`src/sv/negabinary_gather_schedule_top_macros.svh`:
```
// Assertion macros shared by the schedule generator RTL.
`ifndef NEGABINARY_GATHER_SCHEDULE_TOP_MACROS_SVH
`define NEGABINARY_GATHER_SCHEDULE_TOP_MACROS_SVH

// Consequence must hold in the same cycle as the antecedent.
`define NGS_ASSERT_NOW(lbl, clk, rst_n, ante, cons, msg) \
	lbl: assert property (@(posedge clk) disable iff (!rst_n) (ante) |-> (cons)) \
		else $error(msg);

// Consequence must hold in the cycle after the antecedent.
`define NGS_ASSERT_NEXT(lbl, clk, rst_n, ante, cons, msg) \
	lbl: assert property (@(posedge clk) disable iff (!rst_n) (ante) |=> (cons)) \
		else $error(msg);

`endif

```
`src/sv/ngs_pkg.sv`:
```
`timescale 1ns / 1ps
package ngs_pkg;

	// Group limits
	localparam int MAX_RANKS = 1024;
	localparam int SIZE_CAP  = (MAX_RANKS < 1024) ? MAX_RANKS : 1024;

	// Field widths
	localparam int RANK_W = 10;
	localparam int SIZE_W = 11;
	localparam int KIND_W = 2;
	localparam int BE_W   = 21;
	localparam int EB_W   = 5;
	localparam int BEEB_W = BE_W + EB_W;
	localparam int ECNT_W = 31;
	localparam int BOFF_W = 34;

	// Negabinary word and remainder unit widths
	localparam int NEGA_W = 12;
	localparam int SUM_W  = 16;
	localparam int MAG_W  = 12;
	localparam int CNT_W  = $clog2(MAG_W);

	// Descriptor kinds
	localparam logic [KIND_W-1:0] KIND_COPY = 2'd0;
	localparam logic [KIND_W-1:0] KIND_SEND = 2'd1;
	localparam logic [KIND_W-1:0] KIND_RECV = 2'd2;

	// Register file
	localparam int ADDR_W = 3;
	localparam int DATA_W = 32;
	localparam logic REG_BLOCK_ELEMS = 1'b0;
	localparam logic REG_ELEM_BYTES  = 1'b1;
	localparam logic [BE_W-1:0] BLOCK_ELEMS_RST = 21'd1;
	localparam logic [EB_W-1:0] ELEM_BYTES_RST  = 5'd4;

	// Remainder unit operand select
	typedef enum logic [1:0] {
		MOD_SEL_OWN  = 2'd0,
		MOD_SEL_ROOT = 2'd1,
		MOD_SEL_PART = 2'd2
	} mod_sel_t;

	// Controller to datapath
	typedef struct packed {
		logic     load;
		logic     mod_start;
		mod_sel_t mod_sel;
		logic     take_rank;
		logic     init;
		logic     decide;
		logic     calc;
		logic     next_piece;
	} ngs_cmd_t;

	// Datapath to controller
	typedef struct packed {
		logic mod_busy;
		logic mod_done;
		logic split;
		logic second;
		logic last;
	} ngs_sts_t;

endpackage

```
`src/sv/ngs_req_if.sv`:
```
`timescale 1ns / 1ps
interface ngs_req_if
	import ngs_pkg::*;
();
	logic              valid;
	logic              ready;
	logic [RANK_W-1:0] own_rank;
	logic [RANK_W-1:0] root_rank;
	logic [SIZE_W-1:0] group_size;

	modport source (output valid, own_rank, root_rank, group_size, input ready);
	modport sink (input valid, own_rank, root_rank, group_size, output ready);
endinterface

```
`src/sv/ngs_desc_if.sv`:
```
`timescale 1ns / 1ps
interface ngs_desc_if
	import ngs_pkg::*;
();
	logic              valid;
	logic              ready;
	logic [KIND_W-1:0] kind;
	logic [RANK_W-1:0] partner;
	logic [RANK_W-1:0] first_block;
	logic [SIZE_W-1:0] block_count;
	logic [ECNT_W-1:0] element_count;
	logic [BOFF_W-1:0] byte_offset;
	logic              last;

	modport source (
		output valid, kind, partner, first_block, block_count, element_count,
		byte_offset, last,
		input ready
	);
	modport sink (
		input valid, kind, partner, first_block, block_count, element_count,
		byte_offset, last,
		output ready
	);
endinterface

```
`src/sv/ngs_mod.sv`:
```
`timescale 1ns / 1ps
`include "negabinary_gather_schedule_top_macros.svh"
// Signed value modulo group size, restoring form, one dividend bit per cycle.
module ngs_mod
	import ngs_pkg::*;
(
	input  logic              clk,
	input  logic              arst_n,
	input  logic              start,
	input  logic              neg,
	input  logic [MAG_W-1:0]  mag,
	input  logic [SIZE_W-1:0] divisor,
	output logic              busy,
	output logic              done,
	output logic [RANK_W-1:0] result
);

	logic              busy_q;
	logic              done_q;
	logic [CNT_W-1:0]  cnt_q;
	logic [MAG_W-1:0]  quo_q;
	logic [RANK_W-1:0] rem_q;
	logic              neg_q;
	logic [SIZE_W-1:0] div_q;

	logic [SIZE_W-1:0] trial;
	logic              fits;
	logic [RANK_W-1:0] rem_nxt;
	logic              go;

	assign go = start && !busy_q;

	// One restoring step: shift in next bit, subtract if it fits
	assign trial   = {rem_q, quo_q[MAG_W-1]};
	assign fits    = trial >= div_q;
	assign rem_nxt = fits ? RANK_W'(trial - div_q) : trial[RANK_W-1:0];

	// Sequencing
	always_ff @(posedge clk or negedge arst_n) begin
		if (!arst_n) begin
			busy_q <= 1'b0;
			done_q <= 1'b0;
			cnt_q  <= '0;
		end else if (go) begin
			busy_q <= 1'b1;
			done_q <= 1'b0;
			cnt_q  <= '0;
		end else if (busy_q) begin
			cnt_q <= cnt_q + CNT_W'(1);
			if (cnt_q == CNT_W'(MAG_W - 1)) begin
				busy_q <= 1'b0;
				done_q <= 1'b1;
			end
		end else begin
			done_q <= 1'b0;
		end
	end

	// Operand and remainder registers
	always_ff @(posedge clk) begin
		if (go) begin
			quo_q <= mag;
			rem_q <= '0;
			neg_q <= neg;
			div_q <= divisor;
		end else if (busy_q) begin
			quo_q <= {quo_q[MAG_W-2:0], 1'b0};
			rem_q <= rem_nxt;
		end
	end

	// Negative dividend: fold remainder back into range
	assign result = (neg_q && rem_q != '0) ? RANK_W'(div_q - {1'b0, rem_q}) : rem_q;
	assign busy   = busy_q;
	assign done   = done_q;

	`NGS_ASSERT_NOW(a_mod_in_range, clk, arst_n, done_q, ({1'b0, result} < div_q), "remainder not below group size")

endmodule

```
`src/sv/ngs_dp.sv`:
```
`timescale 1ns / 1ps
`include "negabinary_gather_schedule_top_macros.svh"
module ngs_dp
	import ngs_pkg::*;
(
	input  logic              clk,
	input  logic              arst_n,
	input  ngs_cmd_t          cmd,
	output ngs_sts_t          sts,
	input  logic [RANK_W-1:0] own_rank,
	input  logic [RANK_W-1:0] root_rank,
	input  logic [SIZE_W-1:0] group_size,
	input  logic [BE_W-1:0]   block_elems,
	input  logic [EB_W-1:0]   elem_bytes,
	output logic [KIND_W-1:0] kind,
	output logic [RANK_W-1:0] partner,
	output logic [RANK_W-1:0] first_block,
	output logic [SIZE_W-1:0] block_count,
	output logic [ECNT_W-1:0] element_count,
	output logic [BOFF_W-1:0] byte_offset,
	output logic              last
);

	localparam int ECNT_FULL_W = SIZE_W + BE_W;
	localparam int BOFF_FULL_W = RANK_W + BEEB_W;

	// Request registers
	logic [RANK_W-1:0] own_q, root_q, rank_q, rootm_q;
	logic [SIZE_W-1:0] size_q;
	logic [NEGA_W-1:0] nv_q;
	logic [SIZE_W-1:0] mask_q;
	logic              grow_q;
	logic [RANK_W-1:0] lo_q, hi_q;

	// Pending descriptor
	logic [KIND_W-1:0] kind_q;
	logic [RANK_W-1:0] partner_q, rlo_q, rhi_q;
	logic              last_q;
	logic              sel_q;

	// Output beat
	logic [KIND_W-1:0] kind_o_q;
	logic [RANK_W-1:0] partner_o_q, first_o_q;
	logic [SIZE_W-1:0] count_o_q;
	logic [ECNT_W-1:0] ecnt_o_q;
	logic [BOFF_W-1:0] boff_o_q;
	logic              last_o_q;

	logic [BEEB_W-1:0] beeb_q;

	// Remainder unit
	logic              mod_neg, mod_busy, mod_done;
	logic [MAG_W-1:0]  mod_mag;
	logic [RANK_W-1:0] mod_res;

	logic [SIZE_W-1:0] size_in;
	logic [SIZE_W-1:0] vr;
	logic [NEGA_W-1:0] mask2, mlsb, lsbs, pn;
	logic [SUM_W-1:0]  pval, psum, pabs;
	logic              equal, do_send;
	logic [SIZE_W-1:0] hi1;
	logic [NEGA_W-1:0] him, lom;
	logic [RANK_W-1:0] up_rs, up_re, dn_rs, dn_re;
	logic              split;
	logic [RANK_W-1:0] first_c;
	logic [SIZE_W-1:0] count_c;
	logic [ECNT_FULL_W-1:0] ecnt_full;
	logic [BOFF_FULL_W-1:0] boff_full;

	// Group size clamp
	always_comb begin
		if (group_size == '0) begin
			size_in = SIZE_W'(1);
		end else if (group_size > SIZE_W'(SIZE_CAP)) begin
			size_in = SIZE_W'(SIZE_CAP);
		end else begin
			size_in = group_size;
		end
	end

	// Virtual rank, from rank and the root remainder just produced
	assign vr = (rank_q >= mod_res) ? SIZE_W'(rank_q - mod_res)
		: SIZE_W'({1'b0, rank_q} + size_q - {1'b0, mod_res});

	// Partner in negabinary, back to a signed value, plus root
	assign mask2 = {mask_q, 1'b0};
	assign pn    = nv_q ^ (mask2 - NEGA_W'(1));
	assign pval  = ({{(SUM_W-NEGA_W){1'b0}}, pn} ^ 16'hAAAA) - 16'hAAAA;
	assign psum  = pval + {{(SUM_W-RANK_W){1'b0}}, rootm_q};
	assign pabs  = psum[SUM_W-1] ? (~psum + SUM_W'(1)) : psum;

	// Low-bit test: all zero or all one below four times the mask
	assign mlsb    = {mask_q[NEGA_W-3:0], 2'b00} - NEGA_W'(1);
	assign lsbs    = nv_q & mlsb;
	assign equal   = (lsbs == '0) || (lsbs == mlsb);
	assign do_send = !equal || ((mask2 >= {1'b0, size_q}) && (rank_q != rootm_q));

	// Range growing upward
	assign hi1   = {1'b0, hi_q} + SIZE_W'(1);
	assign up_rs = (hi1 == size_q) ? '0 : hi1[RANK_W-1:0];
	assign him   = {2'b00, hi_q} + {1'b0, mask_q};
	assign up_re = (him >= {1'b0, size_q}) ? RANK_W'(him - {1'b0, size_q}) : him[RANK_W-1:0];

	// Range growing downward
	assign dn_re = (lo_q == '0) ? RANK_W'(size_q - SIZE_W'(1)) : RANK_W'(lo_q - RANK_W'(1));
	assign lom   = {2'b00, lo_q} + {1'b0, size_q} - {1'b0, mask_q};
	assign dn_rs = ({1'b0, lo_q} >= mask_q) ? RANK_W'({1'b0, lo_q} - mask_q)
		: lom[RANK_W-1:0];

	// Remainder operand select
	always_comb begin
		mod_neg = 1'b0;
		mod_mag = {{(MAG_W-RANK_W){1'b0}}, own_q};
		case (cmd.mod_sel)
			MOD_SEL_OWN: begin
				mod_mag = {{(MAG_W-RANK_W){1'b0}}, own_q};
			end
			MOD_SEL_ROOT: begin
				mod_mag = {{(MAG_W-RANK_W){1'b0}}, root_q};
			end
			MOD_SEL_PART: begin
				mod_neg = psum[SUM_W-1];
				mod_mag = pabs[MAG_W-1:0];
			end
			default: begin
				mod_mag = {{(MAG_W-RANK_W){1'b0}}, own_q};
			end
		endcase
	end

	ngs_mod u_mod (
		.clk     (clk),
		.arst_n  (arst_n),
		.start   (cmd.mod_start),
		.neg     (mod_neg),
		.mag     (mod_mag),
		.divisor (size_q),
		.busy    (mod_busy),
		.done    (mod_done),
		.result  (mod_res)
	);

	// Current piece of the pending range (wrapped ranges split in two)
	assign split   = rhi_q < rlo_q;
	assign first_c = sel_q ? '0 : rlo_q;
	always_comb begin
		if (sel_q) begin
			count_c = {1'b0, rhi_q} + SIZE_W'(1);
		end else if (split) begin
			count_c = size_q - {1'b0, rlo_q};
		end else begin
			count_c = {1'b0, rhi_q} - {1'b0, rlo_q} + SIZE_W'(1);
		end
	end

	assign ecnt_full = ECNT_FULL_W'(count_c) * ECNT_FULL_W'(block_elems);
	assign boff_full = BOFF_FULL_W'(first_c) * BOFF_FULL_W'(beeb_q);

	// Bytes per block, held ready for the offset multiply
	always_ff @(posedge clk) begin
		beeb_q <= BEEB_W'(BEEB_W'(block_elems) * BEEB_W'(elem_bytes));
	end

	// Mask and piece select
	always_ff @(posedge clk or negedge arst_n) begin
		if (!arst_n) begin
			mask_q <= SIZE_W'(1);
			sel_q  <= 1'b0;
		end else if (cmd.init) begin
			mask_q <= SIZE_W'(1);
			sel_q  <= 1'b0;
		end else if (cmd.decide) begin
			sel_q <= 1'b0;
			if (!do_send) begin
				mask_q <= mask2[SIZE_W-1:0];
			end
		end else if (cmd.next_piece) begin
			sel_q <= 1'b1;
		end
	end

	// Request state and pending descriptor
	always_ff @(posedge clk) begin
		if (cmd.load) begin
			own_q  <= own_rank;
			root_q <= root_rank;
			size_q <= size_in;
		end
		if (cmd.take_rank) begin
			rank_q <= mod_res;
		end
		if (cmd.init) begin
			rootm_q   <= mod_res;
			nv_q      <= (NEGA_W'(vr) + 12'hAAA) ^ 12'hAAA;
			lo_q      <= rank_q;
			hi_q      <= rank_q;
			grow_q    <= !rank_q[0];
			kind_q    <= KIND_COPY;
			partner_q <= rank_q;
			rlo_q     <= rank_q;
			rhi_q     <= rank_q;
			last_q    <= size_q == SIZE_W'(1);
		end
		if (cmd.decide) begin
			partner_q <= mod_res;
			if (do_send) begin
				kind_q <= KIND_SEND;
				rlo_q  <= lo_q;
				rhi_q  <= hi_q;
				last_q <= 1'b1;
			end else begin
				kind_q <= KIND_RECV;
				last_q <= mask2 >= {1'b0, size_q};
				grow_q <= !grow_q;
				if (grow_q) begin
					rlo_q <= up_rs;
					rhi_q <= up_re;
					hi_q  <= up_re;
				end else begin
					rlo_q <= dn_rs;
					rhi_q <= dn_re;
					lo_q  <= dn_rs;
				end
			end
		end
	end

	// Output beat
	always_ff @(posedge clk) begin
		if (cmd.calc) begin
			kind_o_q    <= kind_q;
			partner_o_q <= partner_q;
			first_o_q   <= first_c;
			count_o_q   <= count_c;
			ecnt_o_q    <= ecnt_full[ECNT_W-1:0];
			boff_o_q    <= boff_full[BOFF_W-1:0];
			last_o_q    <= last_q && (sel_q || !split);
		end
	end

	assign kind          = kind_o_q;
	assign partner       = partner_o_q;
	assign first_block   = first_o_q;
	assign block_count   = count_o_q;
	assign element_count = ecnt_o_q;
	assign byte_offset   = boff_o_q;
	assign last          = last_o_q;

	assign sts.mod_busy = mod_busy;
	assign sts.mod_done = mod_done;
	assign sts.split    = split;
	assign sts.second   = sel_q;
	assign sts.last     = last_o_q;

	`NGS_ASSERT_NOW(a_mask_pow2, clk, arst_n, 1'b1, $onehot(mask_q), "mask is not a power of two")

endmodule

```
`src/sv/ngs_ctrl.sv`:
```
`timescale 1ns / 1ps
`include "negabinary_gather_schedule_top_macros.svh"
module ngs_ctrl
	import ngs_pkg::*;
(
	input  logic     clk,
	input  logic     arst_n,
	input  logic     in_valid,
	output logic     in_ready,
	output logic     out_valid,
	input  logic     out_ready,
	output ngs_cmd_t cmd,
	input  ngs_sts_t sts
);

	typedef enum logic [5:0] {
		ST_IDLE     = 6'b000001,
		ST_MOD_RANK = 6'b000010,
		ST_MOD_ROOT = 6'b000100,
		ST_MOD_PART = 6'b001000,
		ST_CALC     = 6'b010000,
		ST_SHOW     = 6'b100000
	} state_t;

	state_t st_q, st_nxt;

	// Next state and datapath commands
	always_comb begin
		st_nxt = st_q;
		cmd    = '0;
		case (st_q)
			ST_IDLE: begin
				if (in_valid) begin
					cmd.load = 1'b1;
					st_nxt   = ST_MOD_RANK;
				end
			end
			ST_MOD_RANK: begin
				cmd.mod_sel   = MOD_SEL_OWN;
				cmd.mod_start = !sts.mod_busy && !sts.mod_done;
				if (sts.mod_done) begin
					cmd.take_rank = 1'b1;
					st_nxt        = ST_MOD_ROOT;
				end
			end
			ST_MOD_ROOT: begin
				cmd.mod_sel   = MOD_SEL_ROOT;
				cmd.mod_start = !sts.mod_busy && !sts.mod_done;
				if (sts.mod_done) begin
					cmd.init = 1'b1;
					st_nxt   = ST_CALC;
				end
			end
			ST_MOD_PART: begin
				cmd.mod_sel   = MOD_SEL_PART;
				cmd.mod_start = !sts.mod_busy && !sts.mod_done;
				if (sts.mod_done) begin
					cmd.decide = 1'b1;
					st_nxt     = ST_CALC;
				end
			end
			ST_CALC: begin
				cmd.calc = 1'b1;
				st_nxt   = ST_SHOW;
			end
			ST_SHOW: begin
				if (out_ready) begin
					if (sts.last) begin
						st_nxt = ST_IDLE;
					end else if (sts.split && !sts.second) begin
						cmd.next_piece = 1'b1;
						st_nxt         = ST_CALC;
					end else begin
						st_nxt = ST_MOD_PART;
					end
				end
			end
			default: begin
				st_nxt = ST_IDLE;
			end
		endcase
	end

	always_ff @(posedge clk or negedge arst_n) begin
		if (!arst_n) begin
			st_q <= ST_IDLE;
		end else begin
			st_q <= st_nxt;
		end
	end

	assign in_ready  = st_q == ST_IDLE;
	assign out_valid = st_q == ST_SHOW;

	`NGS_ASSERT_NEXT(a_accept_starts, clk, arst_n, st_q == ST_IDLE && in_valid, st_q == ST_MOD_RANK, "accepted request did not start rank reduction")
	`NGS_ASSERT_NEXT(a_show_holds, clk, arst_n, st_q == ST_SHOW && !out_ready, st_q == ST_SHOW && $stable(sts.last), "stalled beat was dropped")
	`NGS_ASSERT_NEXT(a_last_ends, clk, arst_n, st_q == ST_SHOW && out_ready && sts.last, st_q == ST_IDLE, "request not closed after last beat")

endmodule

```
`src/sv/negabinary_gather_schedule_top.sv`:
```
// Sequence: the first beat (local copy) is shown after the request is accepted and the own and
// root ranks are reduced modulo group size. Each further descriptor follows once the previous
// beat is taken (one bit-serial remainder pass for the partner, then a product step); the
// second half of a wrapped range follows the first after another product step.
// Requests: a new request is accepted only once the last beat of the previous one is taken.
// Reset: asynchronous, active low; idle, block_elems = 1, elem_bytes = 4.
`timescale 1ns / 1ps
module negabinary_gather_schedule_top
	import ngs_pkg::*;
(
	input  logic              clk,
	input  logic              arst_n,
	ngs_req_if.sink           req,
	ngs_desc_if.source        desc,
	input  logic              psel,
	input  logic              penable,
	input  logic              pwrite,
	input  logic [ADDR_W-1:0] paddr,
	input  logic [DATA_W-1:0] pwdata,
	output logic [DATA_W-1:0] prdata,
	output logic              pready
);

	logic [BE_W-1:0] block_elems_q;
	logic [EB_W-1:0] elem_bytes_q;
	logic            cfg_wr;
	logic            reg_idx;
	ngs_cmd_t        cmd;
	ngs_sts_t        sts;

	// Register port
	assign pready  = 1'b1;
	assign cfg_wr  = psel && penable && pwrite;
	assign reg_idx = paddr[2];

	always_ff @(posedge clk or negedge arst_n) begin
		if (!arst_n) begin
			block_elems_q <= BLOCK_ELEMS_RST;
			elem_bytes_q  <= ELEM_BYTES_RST;
		end else if (cfg_wr) begin
			case (reg_idx)
				REG_BLOCK_ELEMS: block_elems_q <= pwdata[BE_W-1:0];
				REG_ELEM_BYTES:  elem_bytes_q  <= pwdata[EB_W-1:0];
				default: begin
				end
			endcase
		end
	end

	always_comb begin
		case (reg_idx)
			REG_BLOCK_ELEMS: prdata = DATA_W'(block_elems_q);
			REG_ELEM_BYTES:  prdata = DATA_W'(elem_bytes_q);
			default:         prdata = '0;
		endcase
	end

	ngs_ctrl u_ctrl (
		.clk       (clk),
		.arst_n    (arst_n),
		.in_valid  (req.valid),
		.in_ready  (req.ready),
		.out_valid (desc.valid),
		.out_ready (desc.ready),
		.cmd       (cmd),
		.sts       (sts)
	);

	ngs_dp u_dp (
		.clk           (clk),
		.arst_n        (arst_n),
		.cmd           (cmd),
		.sts           (sts),
		.own_rank      (req.own_rank),
		.root_rank     (req.root_rank),
		.group_size    (req.group_size),
		.block_elems   (block_elems_q),
		.elem_bytes    (elem_bytes_q),
		.kind          (desc.kind),
		.partner       (desc.partner),
		.first_block   (desc.first_block),
		.block_count   (desc.block_count),
		.element_count (desc.element_count),
		.byte_offset   (desc.byte_offset),
		.last          (desc.last)
	);

endmodule

```
`src/flat_wrapper.sv`:
```
// flat-port wrapper written by rule: the top's interface ports become plain ports
module negabinary_gather_schedule_top_flat import ngs_pkg::*;
  (clk, arst_n, psel, penable, pwrite, paddr, pwdata, prdata, pready, req_valid, req_own_rank, req_root_rank, req_group_size, req_ready, desc_valid, desc_kind, desc_partner, desc_first_block, desc_block_count, desc_element_count, desc_byte_offset, desc_last, desc_ready);
  ngs_req_if req_i ();
  ngs_desc_if desc_i ();
  input  logic clk;
  input  logic arst_n;
  input  logic psel;
  input  logic penable;
  input  logic pwrite;
  input  logic [ADDR_W-1:0] paddr;
  input  logic [DATA_W-1:0] pwdata;
  output logic [DATA_W-1:0] prdata;
  output logic pready;
  input wire logic [$bits(req_i.valid)-1:0] req_valid;
  input wire logic [$bits(req_i.own_rank)-1:0] req_own_rank;
  input wire logic [$bits(req_i.root_rank)-1:0] req_root_rank;
  input wire logic [$bits(req_i.group_size)-1:0] req_group_size;
  output wire logic [$bits(req_i.ready)-1:0] req_ready;
  output wire logic [$bits(desc_i.valid)-1:0] desc_valid;
  output wire logic [$bits(desc_i.kind)-1:0] desc_kind;
  output wire logic [$bits(desc_i.partner)-1:0] desc_partner;
  output wire logic [$bits(desc_i.first_block)-1:0] desc_first_block;
  output wire logic [$bits(desc_i.block_count)-1:0] desc_block_count;
  output wire logic [$bits(desc_i.element_count)-1:0] desc_element_count;
  output wire logic [$bits(desc_i.byte_offset)-1:0] desc_byte_offset;
  output wire logic [$bits(desc_i.last)-1:0] desc_last;
  input wire logic [$bits(desc_i.ready)-1:0] desc_ready;
  assign req_i.valid = req_valid;
  assign req_i.own_rank = req_own_rank;
  assign req_i.root_rank = req_root_rank;
  assign req_i.group_size = req_group_size;
  assign req_ready = req_i.ready;
  assign desc_valid = desc_i.valid;
  assign desc_kind = desc_i.kind;
  assign desc_partner = desc_i.partner;
  assign desc_first_block = desc_i.first_block;
  assign desc_block_count = desc_i.block_count;
  assign desc_element_count = desc_i.element_count;
  assign desc_byte_offset = desc_i.byte_offset;
  assign desc_last = desc_i.last;
  assign desc_i.ready = desc_ready;
  negabinary_gather_schedule_top u_core (.clk(clk), .arst_n(arst_n), .req(req_i), .desc(desc_i), .psel(psel), .penable(penable), .pwrite(pwrite), .paddr(paddr), .pwdata(pwdata), .prdata(prdata), .pready(pready));
endmodule
```
`config.mk`:
```
export PLATFORM = sky130hd
export DESIGN_NAME = negabinary_gather_schedule_top_flat
export DESIGN_NICKNAME = d
export VERILOG_FILES = /design/src/sv/ngs_pkg.sv /design/src/sv/ngs_req_if.sv /design/src/sv/ngs_desc_if.sv /design/src/sv/ngs_mod.sv /design/src/sv/ngs_dp.sv /design/src/sv/ngs_ctrl.sv /design/src/sv/negabinary_gather_schedule_top.sv /design/src/flat_wrapper.sv
export VERILOG_INCLUDE_DIRS = /design/src /design/src/sv
export SDC_FILE = /design/constraint.sdc
export NUM_CORES = 2
export LEC_CHECK = 0
export ABC_CLOCK_PERIOD_IN_PS = 11040
export BUFFER_PORTS_ARGS = -buffer_cell sky130_fd_sc_hd__buf_2
export CORE_MARGIN = 2
export CORE_UTILIZATION = 50
export DETAILED_ROUTE_END_ITERATION = 8
export HOLD_SLACK_MARGIN = 0.1
export PLACE_DENSITY = 0.7
export SETUP_SLACK_MARGIN = 0.5
export SLEW_MARGIN = 20
export SYNTH_ARGS = -nofsm -noshare
export SYNTH_HDL_FRONTEND = slang
export SYNTH_SLANG_ARGS = --single-unit
```
`constraint.sdc`:
```
create_clock -name clk -period 11.04 [get_ports clk]
set_input_delay 1.104 -clock clk [delete_from_list [all_inputs] [get_ports clk]]
set_output_delay 1.104 -clock clk [all_outputs]
set_load 0.005 [all_outputs]
```
==> flow_summary.toml <==
[outcome]
status = "finished, final reports clean"

[timing]
finalCritPeriodShare = 0.870
fin_crit_ns = 9.60
tightest_slew_ns = 1.12
tns_ns = 0
skew_ns = 0.0730
max_clock_freq_mhz = 104
finalMaxSlewViolations = 0
rsz0062_at_grt = "no"
holdWs_ns = 0.418
slew_headroom = 0.254
report.final.setup_viol = 0
hold_viol_final = 0

[clock_network]
h-tree-depth = 2
ctsHoldBuffers = 0
postCtsSetupBuffers = 0
cts_resized = 0
clk_path_buf_depth = 3
root_buffer = "clkbuf_16"
cts_tree = "yes"
clock-sinks = 326
clk_latency_ns = 0.63
numCtsBuffers = 42
clk_pin_slew_ns = 0.06

[die]
die_area_um2 = 77800
row_count = 100
die_x_um = 279
boundaryPins = 207
die_y_um = 279
start_util = 0.506
coreArea_um2 = 74700

[flow_run]
max_cap_violations = 0

[place]
hpwlAfterDp_mm = 73.8
place_congestion = 0.932
port_buffers = 181

[route]
detail-route-antenna-nets = 0
totalWireLength_mm = 96.0
via_per_inst = 5.57
wl_per_cell_um = 18.8
drt-initial-drc-count = 2174
via_count = 28500
drt_drc_violations_left = 0
drt_first_pass_iters = 7

[final_layout]
nets = 4952
drive_gt1_frac = 0.0930
area_growth_pct = 8.57
fillers = 6640
ff_latch_area_um2 = 8970
multi_input_area_um2 = 26100
diodes = 0
finish.utilization = 0.549

[global_routing]
grt_max_degree = 56
grt_pass1_vias = 29100
grt_overflow = 0
grt_pass1_wl_mm = 156
grt_usage = 0.251
antenna_found_initial = 2

[min_path]
hp-class = "reg -> reg"
min_from = "u_core.u_dp.partner_q[3]"

[synth]
synth_compound_area_frac = 0.110
postSynthAreaPerCell_um2 = 9.44
muxShareOfSynthArea = 0.0214
synth_warnings = 0
synthesis.instances = 4002
netlist_area_um2 = 37800
synthDistinctLibCells = 91
async_flop_share = 0.153
synth_top_cells_by_area = "fa_1 (24%), edfxtp_1 (17%), ha_1 (10%)"
synth_adder_area_share = 0.341
synth_top_family_by_area = "adder cells"
yosys.area_share.simple = 0.156
synth_ff_type = "edfxtp_1"
ys_seq_area_frac = 0.237
synth-seq-cells = 326
synth_largest_area_cell = "fa_1"
synth-edff-count = 219
synth_xor_area_frac = 0.0567
synth_top_cell_area_share = 0.237

[critical_path]
cp_slowest_stage_delay_ns = 0.78
r2r_start = "u_core.u_dp.size_q[0]"
worstPathArrival_ns = 9.92
critPathSlowestCell = "a2111oi_0"
worstSetupPathType = "reg -> reg"
cpMostUsedCell = "fa_1"
required_ns = 11.35
cp_top_family = "adder cells"
critPathBufInv = 5
cp-startpoint = "u_core.u_dp.size_q[0]"
cp_max_fo = 21
endpoint_kind = "flop"
start_kind = "flop"
## final timing paths
path                                            endpoint  slack, ns  cells after the start
setup / recovery           u_core.u_dp.element_count[29]       1.44                     29
hold reg to reg                   u_core.u_dp.partner[3]       0.42                      0
setup reg to reg           u_core.u_dp.element_count[29]       1.44                     29
hold / removal                    u_core.u_dp.partner[3]       0.42                      0
min in group asynchronous          u_core.u_dp.mask_q[9]       0.66                      2
max in group asynchronous       u_core.block_elems_q[16]       9.80                      2
## state kept, by name, indices dropped and copies added (netlist names), 11 cells and up
signal	cells
u_core.u_dp.element_count	31
u_core.u_dp.block_count	11
u_core.block_elems_q	21
u_core.u_dp.mask_q	11
u_core.u_dp.size_q	11
u_core.u_dp.beeb_q	26
u_core.u_dp.u_mod.quo_q	12
u_core.u_dp.nv_q	12
u_core.u_dp.u_mod.div_q	11
u_core.u_dp.byte_offset	34
## layout make-up
type | count | area share
Multi-Input combinational cell | 2939 | 0.635
Tap cell | 969 | 0.0295
Sequential cell | 326 | 0.219
Timing Repair Buffer | 226 | 0.0303
Clock buffer | 58 | 0.0281
Inverter | 581 | 0.0531
Clock inverter | 20 | 0.00509
## through the flow
stage / instance area [µm²] / cells / setup slack, ns
6_report: 41000 / 5119 / 1.44
2_1_floorplan: 37800 / 4012 / 3.14
3_3_place_gp: 39700 / 5041 / 1.67
5_1_grt: 41000 / 5119 / 1.03
3_5_place_dp: 39700 / 5041 / 1.64
4_1_cts: 41000 / 5119 / 1.54
## cell families after synthesis
logic type,after synthesis
fa+ha+maj,763
mux,76
flops,326
xor+xnor,244
buf+inv,747
compound gates,648
other cells,2
simple gates,1196
## routing by layer
layer  vias to the layer above  wire length (µm)  global-route usage
li1                      13400                 -                   -
met4                         4              3490              0.0891
met2                       833             46100               0.424
met5                         -                29                   0
met1                     14100             40400               0.329
met3                       184              6040              0.0400
## cell usage after synthesis (all sizes together), types with 13 or more instances
| cell type | count |
|---|---|
| buf | 53 |
| nor4 | 14 |
| nor3 | 52 |
| clkbuf | 113 |
| and3 | 24 |
| dfrtp | 46 |
| nor2 | 161 |
| o21ai | 147 |
| o31ai | 16 |
| fa | 447 |
| o22ai | 22 |
| a211oi | 32 |
| nand4 | 16 |
| a21o | 66 |
| a221oi | 16 |
| nand3 | 40 |
| and2 | 270 |
| ha | 316 |
| mux2i | 39 |
| a21oi | 181 |
| dfxtp | 57 |
| xnor2 | 170 |
| edfxtp | 219 |
| a31oi | 16 |
| nand2 | 475 |
| nor2b | 64 |
| mux2 | 37 |
| o211ai | 16 |
| o21a | 27 |
| inv | 579 |
| nand2b | 19 |
| or3 | 14 |
| o21bai | 23 |
| or2 | 13 |
| xor2 | 74 |
## cells in the final DEF, fill, tap and decap left out, types with 9 or more instances in the layout
| cell | instances |
|---|---|
| dfxtp_1 | 57 |
| nand2_1 | 475 |
| xor2_1 | 74 |
| a221oi_1 | 11 |
| dfrtp_1 | 46 |
| edfxtp_1 | 219 |
| nor2_1 | 153 |
| a31oi_1 | 16 |
| o22ai_1 | 21 |
| nor4_1 | 10 |
| o21bai_1 | 23 |
| inv_1 | 579 |
| ha_1 | 316 |
| o211ai_1 | 16 |
| nor2b_1 | 64 |
| o21ai_0 | 135 |
| buf_4 | 45 |
| buf_2 | 181 |
| xnor2_1 | 169 |
| o21a_1 | 27 |
| mux2i_1 | 37 |
| nand4_1 | 16 |
| or2_2 | 12 |
| and3_1 | 24 |
| a21o_1 | 66 |
| o21ai_1 | 12 |
| nand2b_1 | 19 |
| mux2_2 | 37 |
| a211oi_1 | 30 |
| o31ai_1 | 16 |
| a21oi_1 | 177 |
| o2111ai_1 | 9 |
| fa_1 | 447 |
| clkbuf_16 | 43 |
| clkbuf_1 | 13 |
| and2_1 | 269 |
| conb_1 | 12 |
| or3_1 | 14 |
| nor3_1 | 49 |
| nand3_1 | 39 |
Power is not shown: default switching activity piles up to over one toggle a cycle in this logic, so the estimate is an artifact.
